**src/rtl/stp_pkg.sv**
```systemverilog
`default_nettype none

package stp_pkg;

  localparam int SLOT_COUNT = 8;
  localparam int SLOT_IDX_W = (SLOT_COUNT > 1) ? $clog2(SLOT_COUNT) : 1;

  localparam logic [1:0] OP_TICK  = 2'd0;
  localparam logic [1:0] OP_SET   = 2'd1;
  localparam logic [1:0] OP_KILL  = 2'd2;
  localparam logic [1:0] OP_CLEAR = 2'd3;

  localparam logic [1:0] STATUS_DONE      = 2'd0;
  localparam logic [1:0] STATUS_DROPPED   = 2'd1;
  localparam logic [1:0] STATUS_NOT_FOUND = 2'd2;

  typedef struct packed {
    logic [1:0]  operation;
    logic [4:0]  timer_id;
    logic [31:0] duration;
    logic [31:0] clear_mask;
  } req_t;

  typedef struct packed {
    logic [1:0]  status;
    logic [31:0] expired_now;
    logic [31:0] flags;
  } resp_t;

  typedef struct packed {
    logic load;
    logic walk;
    logic apply;
    logic emit;
  } ctrl_cmd_t;

  typedef struct packed {
    logic walk_last;
    logic resp_busy;
  } dp_status_t;

endpackage

`default_nettype wire

```
**src/rtl/stp_ctrl.sv**
```systemverilog
`default_nettype none

module stp_ctrl (
  input  logic                clk,
  input  logic                rst,
  input  logic                req_valid,
  output logic                req_ready,
  input  stp_pkg::dp_status_t stat,
  output stp_pkg::ctrl_cmd_t  cmd
);
  import stp_pkg::*;

  typedef enum logic [3:0] {
    ST_IDLE  = 4'b0001,
    ST_WALK  = 4'b0010,
    ST_APPLY = 4'b0100,
    ST_EMIT  = 4'b1000
  } state_t;

  state_t state;
  state_t state_next;

  always_ff @(posedge clk) begin
    if (rst) begin
      state <= ST_IDLE;
    end else begin
      state <= state_next;
    end
  end

  always_comb begin
    state_next = state;
    cmd        = '0;
    req_ready  = 1'b0;
    case (state)
      ST_IDLE: begin
        req_ready = 1'b1;
        if (req_valid) begin
          cmd.load   = 1'b1;
          state_next = ST_WALK;
        end
      end
      ST_WALK: begin
        cmd.walk = 1'b1;
        if (stat.walk_last) begin
          state_next = ST_APPLY;
        end
      end
      ST_APPLY: begin
        cmd.apply  = 1'b1;
        state_next = ST_EMIT;
      end
      ST_EMIT: begin
        if (!stat.resp_busy) begin
          cmd.emit   = 1'b1;
          state_next = ST_IDLE;
        end
      end
      default: begin
        state_next = ST_IDLE;
      end
    endcase
  end

endmodule

`default_nettype wire

```
**src/rtl/stp_datapath.sv**
```systemverilog
`default_nettype none

module stp_datapath (
  input  logic                clk,
  input  logic                rst,
  input  stp_pkg::ctrl_cmd_t  cmd,
  output stp_pkg::dp_status_t stat,
  input  stp_pkg::req_t       req,
  output logic                resp_valid,
  input  logic                resp_ready,
  output stp_pkg::resp_t      resp
);
  import stp_pkg::*;

  req_t                  item;
  logic [SLOT_IDX_W-1:0] idx;
  logic [SLOT_COUNT-1:0] slot_active;
  logic [4:0]            slot_timer_id  [SLOT_COUNT];
  logic [31:0]           slot_remaining [SLOT_COUNT];
  logic [31:0]           flags;
  logic [31:0]           expired;
  logic                  hit_found;
  logic [SLOT_IDX_W-1:0] hit_idx;
  logic                  free_found;
  logic [SLOT_IDX_W-1:0] free_idx;
  logic [1:0]            status;

  logic        cur_active;
  logic [4:0]  cur_id;
  logic [31:0] cur_rem;
  logic        is_tick;
  logic        is_set;
  logic        is_kill;
  logic        is_clear;
  logic        tick_expire;
  logic        tick_count;

  assign cur_active = slot_active[idx];
  assign cur_id     = slot_timer_id[idx];
  assign cur_rem    = slot_remaining[idx];

  assign is_tick  = (item.operation == OP_TICK);
  assign is_set   = (item.operation == OP_SET);
  assign is_kill  = (item.operation == OP_KILL);
  assign is_clear = (item.operation == OP_CLEAR);

  assign tick_expire = cmd.walk && is_tick && cur_active && (cur_rem == 32'd0);
  assign tick_count  = cmd.walk && is_tick && cur_active && (cur_rem != 32'd0);

  assign stat.walk_last = (idx == SLOT_IDX_W'(SLOT_COUNT - 1));
  assign stat.resp_busy = resp_valid && !resp_ready;

  always_ff @(posedge clk) begin
    if (cmd.load) begin
      item       <= req;
      idx        <= '0;
      hit_found  <= 1'b0;
      free_found <= 1'b0;
      expired    <= '0;
    end else if (cmd.walk) begin
      idx <= idx + SLOT_IDX_W'(1);
      if (cur_active && (cur_id == item.timer_id) && !hit_found) begin
        hit_found <= 1'b1;
        hit_idx   <= idx;
      end
      if (!cur_active) begin
        free_found <= 1'b1;
        free_idx   <= idx;
      end
      if (tick_expire) begin
        expired <= expired | (32'd1 << cur_id);
      end
    end
  end

  always_ff @(posedge clk) begin
    if (rst) begin
      slot_active <= '0;
    end else if (tick_expire) begin
      slot_active[idx] <= 1'b0;
    end else if (cmd.apply) begin
      if (is_set && !hit_found && free_found) begin
        slot_active[free_idx] <= 1'b1;
      end else if (is_kill && hit_found) begin
        slot_active[hit_idx] <= 1'b0;
      end
    end
  end

  always_ff @(posedge clk) begin
    if (tick_count) begin
      slot_remaining[idx] <= cur_rem - 32'd1;
    end else if (cmd.apply) begin
      if (is_set && hit_found) begin
        slot_remaining[hit_idx] <= item.duration;
      end else if (is_set && free_found) begin
        slot_timer_id[free_idx]  <= item.timer_id;
        slot_remaining[free_idx] <= item.duration;
      end else if (is_kill && hit_found) begin
        slot_remaining[hit_idx] <= '0;
      end
    end
  end

  always_ff @(posedge clk) begin
    if (rst) begin
      flags <= '0;
    end else if (cmd.apply) begin
      if (is_tick) begin
        flags <= flags | expired;
      end else if (is_clear) begin
        flags <= flags & ~item.clear_mask;
      end
    end
  end

  always_ff @(posedge clk) begin
    if (cmd.apply) begin
      status <= STATUS_DONE;
      if (is_set && !hit_found && !free_found) begin
        status <= STATUS_DROPPED;
      end else if (is_kill && !hit_found) begin
        status <= STATUS_NOT_FOUND;
      end
    end
  end

  always_ff @(posedge clk) begin
    if (rst) begin
      resp_valid <= 1'b0;
    end else if (cmd.emit) begin
      resp_valid <= 1'b1;
    end else if (resp_ready) begin
      resp_valid <= 1'b0;
    end
  end

  always_ff @(posedge clk) begin
    if (cmd.emit) begin
      resp.status      <= status;
      resp.expired_now <= expired;
      resp.flags       <= flags;
    end
  end

endmodule

`default_nettype wire

```
**src/rtl/software_timer_pool.sv**
```systemverilog
// Pool of one-shot timer slots driven by a request channel (req_valid, req_ready, req)
// and a response channel (resp_valid, resp_ready, resp), both valid/ready.
// Each request item is a tick, a set, a kill or a flag clear, and yields exactly
// one response item with a status, the ids that expired on a tick, and the
// sticky expiry flag word after the operation.
// Every item walks all slots, one slot per clock, then applies the update and
// loads the response register. A new item is taken only once the last one has
// loaded its response register.
// The response sits in an output register, so the next item is accepted while
// an earlier response still waits. If the receiver stalls longer than one item
// takes, the block holds the finished item in its last step and accepts nothing
// until the output register frees.
// A synchronous reset frees all slots, clears the flag word and drops any
// response that was pending.
`default_nettype none

module software_timer_pool (
  input  logic           clk,
  input  logic           rst,
  input  logic           req_valid,
  output logic           req_ready,
  input  stp_pkg::req_t  req,
  output logic           resp_valid,
  input  logic           resp_ready,
  output stp_pkg::resp_t resp
);
  import stp_pkg::*;

  ctrl_cmd_t  cmd;
  dp_status_t stat;

  stp_ctrl u_ctrl (
    .clk       (clk),
    .rst       (rst),
    .req_valid (req_valid),
    .req_ready (req_ready),
    .stat      (stat),
    .cmd       (cmd)
  );

  stp_datapath u_datapath (
    .clk        (clk),
    .rst        (rst),
    .cmd        (cmd),
    .stat       (stat),
    .req        (req),
    .resp_valid (resp_valid),
    .resp_ready (resp_ready),
    .resp       (resp)
  );

endmodule

`default_nettype wire

```
**config.mk**
```make
export PLATFORM = sky130hd
export DESIGN_NAME = software_timer_pool
export DESIGN_NICKNAME = d
export VERILOG_FILES = /design/src/rtl/stp_pkg.sv /design/src/rtl/stp_ctrl.sv /design/src/rtl/stp_datapath.sv /design/src/rtl/software_timer_pool.sv
export SDC_FILE = /design/constraint.sdc
export NUM_CORES = 1
export LEC_CHECK = 0
export ABC_AREA = 1
export ABC_CLOCK_PERIOD_IN_PS = 9900
export BUFFER_PORTS_ARGS = -buffer_cell sky130_fd_sc_hd__buf_2
export CAP_MARGIN = 10
export CORE_AREA = 2 2 231 233
export DETAILED_ROUTE_END_ITERATION = 7
export DIE_AREA = 0 0 233 235
export PLACE_DENSITY = 0.57
export SLEW_MARGIN = 20
export SYNTH_ARGS = -nofsm -noshare
export SYNTH_HDL_FRONTEND = slang
export SYNTH_SLANG_ARGS = --single-unit
```
**constraint.sdc**
```tcl
create_clock -name clk -period 9.9 [get_ports clk]
set_input_delay 1.485 -clock clk [delete_from_list [all_inputs] [get_ports clk]]
set_output_delay 1.485 -clock clk [all_outputs]
set_load 0.02 [all_outputs]
```
==> results.yml, run 1 <==
worst_setup_path:
  cp_slowest_stage_delay_ns: 0.88
  crit_fanout: 87
  crit_type: "reg2reg"
  startpoint_type: "flip-flop"
  cp-end-kind: "flip-flop"
  crit_arrival_ns: 5.05
  path_cells: "buf_4 > nor2_1 > nor2_1 > o21ai_0 > nand2_1 > nand2_1 > nand2_1 > inv_1 > ha_1 > nand2_1 > nor2_4 > nand2_2 > nor2_4 > nand2_1 > nand2_1 > nand2_1 > nand2_1 > nor2_4 > buf_16"
  required_ns: 10.21
  crit_path_frequent_cell: "nand2_1"
  critical-path-slowest-cell: "buf_4"
power_and_ir_drop:
  leakagePower_uw: 0.00983
  ir_drop_mv: 0.177
  p_clk_frac: 0.370
  p_switching_uw: 1370
  p_comb_frac: 0.127
  switching_share: 0.268
  power.share.sequential: 0.503
  p_per_area_nw_per_um2: 203
  p_int_uw: 3750
synthesis:
  synthArstFlopShare: 0
  synthesis.area_um2: 22300
  synth_edf_count: 441
  ys_seq_area_frac: 0.671
  synth_top_area_share: 0.595
  synth-main-ff-cell: "edfxtp_1"
  synth_top_area_cell: "edfxtp_1"
  yosys_warnings: 0
  synth.top_cells.by_area: "edfxtp_1 (59%), nand2_1 (10%), dfxtp_1 (7.6%), inv_1 (4.4%), nand3_1 (4.1%)"
  synthesis.nets: 2252
  synth_most_common_cell: "nand2_1"
  synth_area_per_cell_um2: 10.3
  ys_top_cells_by_count: "nand2_1 (591), edfxtp_1 (441), inv_1 (263), nor2_1 (218), nand3_1 (183)"
  synth.distinct_cells: 46
  syn_inst: 2171
  yosys_register_bits: 526
grt:
  grt_pass1_wl_mm: 82.4
  grt_max_degree: 88
  grt_pass1_vias: 14792
  grt.total_usage: 0.192
  gr-total-overflow: 0
  antenna_found_initial: 3
clock_network:
  clockBufferDepth: 3
  cts_root_buf: "clkbuf_16"
  cts_resized: 0
  htree_levels: 2
  post_cts_buffers: 0
  clkTransAtPathRegs_ns: 0.06
  cts_buffers: 55
  clkLatencyLatePin_ns: 0.61
  ctsHoldBuffers: 0
  cts_tree: "built"
  clock-sinks: 526
run_status:
  status: "finished, final reports clean"
detailed_routing:
  drt-initial-drc-count: 1054
  wl_per_cell_um: 17.4
  drcViolationCount: 0
  wl_met2_mm: 25.1
  postRouteAntennaNets: 0
  routed-via-count: 15178
  viasPerCell: 5.00
  drt-total-wl_mm: 52.7
  met3WireLength_mm: 2.87
  maxUsedRoutingLayer: "met5"
  firstDrtPassIters: 5
  drt-met1-wl_mm: 23.2
place:
  dp_hpwl_mm: 33.0
  place_congestion: 0.892
  dp_cells: 2930
  port_buffers: 142
die:
  dieArea_um2: 54800
  ioPinCount: 143
  die_h_um: 235
  die_w_um: 233
  rows: 84
  coreArea_um2: 52200
  start_util: 0.426
finish:
  nets: 2384
  fillers: 4741
  diodes: 0
  layout-drive-gt1-share: 0.119
  fin_cells: 3037
  syn_to_final_growth_pct: 13.6
sta:
  fin_crit_ns: 4.75
  slew_violations: 0
  fmax_mhz: 211
  rsz0062_at_grt: "no"
  clock_skew_ns: 0.0129
  tightest_slew_ns: 1.03
  hold_viol: 0
  fin_crit_sh: 0.479
  setup-violations-final: 0
  slew_headroom: 0.311
  setup_tns_ns: 0
job:
  maxCapViolations: 0
min_path:
  hp-class: "reg2reg"
==> sequential cells by signal (all words and copies together), names as in the netlist, named ones only <==
| register | flops |
|---|---|
| u_datapath.free_found | 1 |
| u_datapath.resp_valid | 1 |
| u_datapath.hit_idx | 3 |
| u_datapath.idx | 3 |
| u_datapath.expired | 32 |
| u_datapath.hit_found | 1 |
| u_datapath.status | 2 |
| u_datapath.slot_timer_id | 40 |
| u_datapath.slot_remaining | 256 |
| u_ctrl.state | 4 |
| u_datapath.slot_active | 8 |
| u_datapath.item | 71 |
| u_datapath.resp | 66 |
| u_datapath.flags | 32 |
| u_datapath.free_idx | 3 |
==> worst paths after layout <==
path | slack, ns | to | depth (start not counted) | from
worst max-delay path | 5.15 | u_datapath.slot_remaining[5][22]$_DFFE_PP_ | 19 | flip-flop
worst min-delay path | 0.43 | u_datapath.resp[50]$_DFFE_PP_ | 0 | u_datapath.expired[18]$_SDFFE_PP0P_
worst min register to register | 0.43 | u_datapath.resp[50]$_DFFE_PP_ | 0 | u_datapath.expired[18]$_SDFFE_PP0P_
worst max register to register | 5.15 | u_datapath.slot_remaining[5][22]$_DFFE_PP_ | 19 | flip-flop
==> metrics by stage <==
step	cell area, um2	power [uW]	util	worst slack [ns]	hold WS (ns)
2_1_floorplan	22300	3080	-	1.47	0.400
3_3_place_gp	23500	3260	0.450	5.06	0.411
3_5_place_dp	23500	3280	0.451	5.00	0.413
4_1_cts	25200	5180	0.482	4.97	0.427
5_1_grt	25300	5340	0.484	4.75	0.434
6_report	25300	5120	0.484	5.15	0.428
==> cell usage in the layout, fill, tap and decap left out, types with 55 or more instances in the layout <==
master and count:
nand2_1 591, dfxtp_1 82, nor2_1 208, clkbuf_16 55
inv_1 262, nand3_1 183, o21ai_0 94, a21oi_1 73
buf_2 142, edfxtp_1 441
==> cells by family (layout without fill, tap and decap cells) <==
group / after synthesis / in the layout / share of synthesized area
DFF: 526 / 526 / 0.671
adders and majority gates: 6 / 6 / 0.00337
xor gates and xnor gates: 24 / 24 / 0.00944
buffers and inverters: 358 / 536 / 0.0704
AOI/OAI and AO/OA: 220 / 220 / 0.0541
and+or+nand+nor: 1037 / 1037 / 0.191
==> worst max-delay path, delay by kind of cell, from the launching register on <==
| family | cells | cell delay [ns] |
|---|---|---|
| AND/OR/NAND/NOR | 14 | 2.03 |
| buffers and inverters | 3 | 1.17 |
| flip-flops | 1 | 0.82 |
| adder cells (fa/ha/maj) | 1 | 0.25 |
| AO/OA/AOI/OAI | 1 | 0.09 |
==> layer usage <==
layer,global-route usage,up-vias
met5,0,-
met4,0.0677,6
met3,0.0369,101
met1,0.254,7256
li1,-,7438
met2,0.314,377
==> power groups by stage <==
stage	Sequential [uW]	Clock, uW	Combinational, uW
after detailed placement	2620	0	654
final	2580	1900	653
after floorplan	2600	0	485
after CTS	2580	1940	657
after global routing	2580	2020	740
after global placement	2620	0	641
==> final cells by class <==
class / count / area (um2) / share of cell area
sequential: 526 / 15000 / 0.591
inverter: 269 / 1020 / 0.0403
multi-input combinational: 1287 / 5830 / 0.230
timing repair buffer: 164 / 986 / 0.0390
clock buffer: 72 / 1440 / 0.0570
clock inverter: 31 / 203 / 0.00802
tap: 688 / 861 / 0.0340
No activity file was read; power rests on OpenSTA's default activity.
==> run 2, diff against run 1 <==
ABC_AREA = 0   (was 1)
ABC_CLOCK_PERIOD_IN_PS = 4950   (was 9900)
CORE_AREA = 2 2 222 224   (was 2 2 231 233)
DIE_AREA = 0 0 224 226   (was 0 0 233 235)
PLACE_DENSITY = 0.58   (was 0.57)
clock period = 4.95 ns   (was 9.9 ns; I/O delays follow)
==> run 2 against run 1 <==
Sequential power grew 94%. Largest power group unchanged. Sequential cell count unchanged. Hold slack got worse by 0.13 ns. Global-route usage is 1.7 points lower. Design area fell by 5.5%. Core utilization up 1.0 points. Worst setup slack got worse by 4.4 ns.
==> results.yml, run 2 <==
grt:
  grt.total_usage: 0.175
  grt_pass1_vias: 11380
  antenna_found_initial: 1
  grt_max_degree: 79
  gr-total-overflow: 0
  grt_pass1_wl_mm: 67.2
synthesis:
  synthXorXnorAreaFrac: 0.0149
  synthAdderAreaFrac: 0.00366
  synth_compound_area_frac: 0.0635
  synthArstFlopShare: 0
  syn_inst: 1219
  synthesis.nets: 1300
  ys_seq_area_frac: 0.729
  synth_simple_gate_area_frac: 0.0674
  synth_top_area_share: 0.646
  ys_top_cells_by_count: "edfxtp_1 (441), nand2_1 (95), nor2_1 (86), dfxtp_1 (85), mux4_2 (66)"
  synth_edf_count: 441
  yosys_warnings: 0
  synthMuxAreaShare: 0.106
  yosys_register_bits: 526
  synth.top_cells.by_area: "edfxtp_1 (65%), dfxtp_1 (8.3%), mux4_2 (7.2%), nand2_1 (1.7%), nor2_1 (1.6%)"
  synth-main-ff-cell: "edfxtp_1"
  synth_top_family_by_area: "multiplexers"
  synth_most_common_cell: "edfxtp_1"
  synth_top_area_cell: "edfxtp_1"
  synth.distinct_cells: 60
  synth_area_per_cell_um2: 16.8
  synthesis.area_um2: 20500
job:
  maxCapViolations: 0
power_and_ir_drop:
  totalPowerFinal_uw: 9770
  leakagePower_uw: 0.00794
  ir_drop_mv: 0.329
  p_per_area_nw_per_um2: 409
finish:
  fin_cells: 2057
  largest_reg_flops: 256
  top_regs: "u_datapath.slot_remaining x256, u_datapath.item x71, u_datapath.resp x66"
  fillers: 4036
  largest-register: "u_datapath.slot_remaining"
  nets: 1469
  layout-drive-gt1-share: 0.248
  final_common_cell: "edfxtp_1"
  syn_to_final_growth_pct: 16.5
  layout_common_cells: "edfxtp_1 (441), buf_2 (142), nand2_1 (95)"
  diodes: 0
clock_network:
  htree_levels: 2
  cts_buffers: 55
  clockBufferDepth: 3
  clock-sinks: 526
  clkTransAtPathRegs_ns: 0.06
  post_cts_buffers: 0
  cts_resized: 0
  ctsHoldBuffers: 0
  cts_root_buf: "clkbuf_16"
  clkLatencyLatePin_ns: 0.62
  cts_tree: "built"
detailed_routing:
  postRouteAntennaNets: 0
  drt-initial-drc-count: 668
  met3WireLength_mm: 2.10
  wl_met2_mm: 21.3
  wl_per_cell_um: 21.5
  drt-total-wl_mm: 44.2
  maxUsedRoutingLayer: "met5"
  routed-via-count: 11170
  firstDrtPassIters: 5
  drcViolationCount: 0
  viasPerCell: 5.43
  drt-met1-wl_mm: 19.7
sta:
  slew_headroom: 0.278
  whs_ns: 0.299
  hold_viol: 0
  tightest_slew_ns: 1.07
  setup_tns_ns: 0
  clock_skew_ns: 0.0307
  fin_crit_sh: 0.854
  rsz0062_at_grt: "no"
  fin_crit_ns: 4.22
  slew_violations: 0
  setup-violations-final: 0
  fmax_mhz: 237
worst_setup_path:
  startpoint_type: "flip-flop"
  rrSetupSlack_ns: 0.73
  critical-path-slowest-cell: "nor2_4"
  crit_fanout: 33
  crit_arrival_ns: 4.51
  regToRegEndpoint: "u_datapath.slot_remaining[5][30]$_DFFE_PP_"
  crit_type: "reg2reg"
  worstRegToRegCells: 9
  required_ns: 5.23
  path_cells: "buf_12 > mux4_2 > mux2i_1 > and4_1 > and4_1 > nand4_1 > nand3_1 > nor2_4 > buf_4"
  cp-end-kind: "flip-flop"
  cp_slowest_stage_delay_ns: 0.94
  cp-endpoint: "u_datapath.slot_remaining[5][30]$_DFFE_PP_"
  crit_path_frequent_cell: "and4_1"
die:
  die_h_um: 226
  start_util: 0.424
  rows: 81
  coreArea_um2: 48300
  ioPinCount: 143
  die_w_um: 224
  dieArea_um2: 50600
min_path:
  hp-class: "in2reg"
place:
  dp_cells: 1953
  dp_hpwl_mm: 26.8
  port_buffers: 142
  place_congestion: 0.777
run_status:
  status: "finished, final reports clean"
run 2: cell type report:
| class | count | area (um2) | share of cell area |
|---|---|---|---|
| well taps | 622 | 778 | 0.0326 |
| flip-flops and latches | 526 | 15000 | 0.626 |
| multi-input cells | 627 | 5320 | 0.223 |
| inverters | 9 | 38.8 | 0.00162 |
| clock buffers | 80 | 1530 | 0.0641 |
| clock inverters | 24 | 320 | 0.0134 |
| repair buffers | 169 | 938 | 0.0393 |
run 2: logic make-up after synthesis:
| logic type | Yosys count |
|---|---|
| DFF | 526 |
| and+or+nand+nor | 279 |
| AOI/OAI and AO/OA | 190 |
| muxes | 117 |
| buffers and inverters | 66 |
| xor gates and xnor gates | 35 |
| adders and majority gates | 6 |
run 2: per-stage QoR:
stage	utilization	cell area, um2	worst slack (ns)
CTS	0.494	23900	0.709
detailed placement	0.456	22000	0.713
global route	0.494	23900	0.501
floorplan	-	20500	0.751
global placement	0.456	22000	0.809
finish	0.494	23900	0.725
run 2: routing by layer:
metal | vias up | track usage
li1 | 5129 | -
met2 | 283 | 0.289
met1 | 5676 | 0.236
met4 | 2 | 0.0566
met5 | - | 0
met3 | 80 | 0.0306
run 2: worst min-delay path by stage:
stage                                             from                       endpoint  cells past startpoint
floorplan           u_datapath.status[0]$_SDFFCE_PP1P_  u_datapath.resp[64]$_DFFE_PP_                      0
global placement    u_datapath.status[0]$_SDFFCE_PP1P_  u_datapath.resp[64]$_DFFE_PP_                      0
detailed placement  u_datapath.status[1]$_SDFFCE_PP0P_  u_datapath.resp[65]$_DFFE_PP_                      0
CTS                                            req[66]  u_datapath.item[66]$_DFFE_PP_                      1
global route                                   req[41]  u_datapath.item[41]$_DFFE_PP_                      1
finish                                         req[44]  u_datapath.item[44]$_DFFE_PP_                      1
run 2: report_power, final:
part	switching, uW	total, uW	internal [uW]
Combinational	336	565	230
Clock	1720	4190	2480
Sequential	78.8	5010	4930
run 2: critical path, delay by kind of cell (launching register included):
kind	cells	cell delay, ns
simple gates	5	1.98
buf+inv	2	0.72
flops	1	0.74
mux	2	0.44
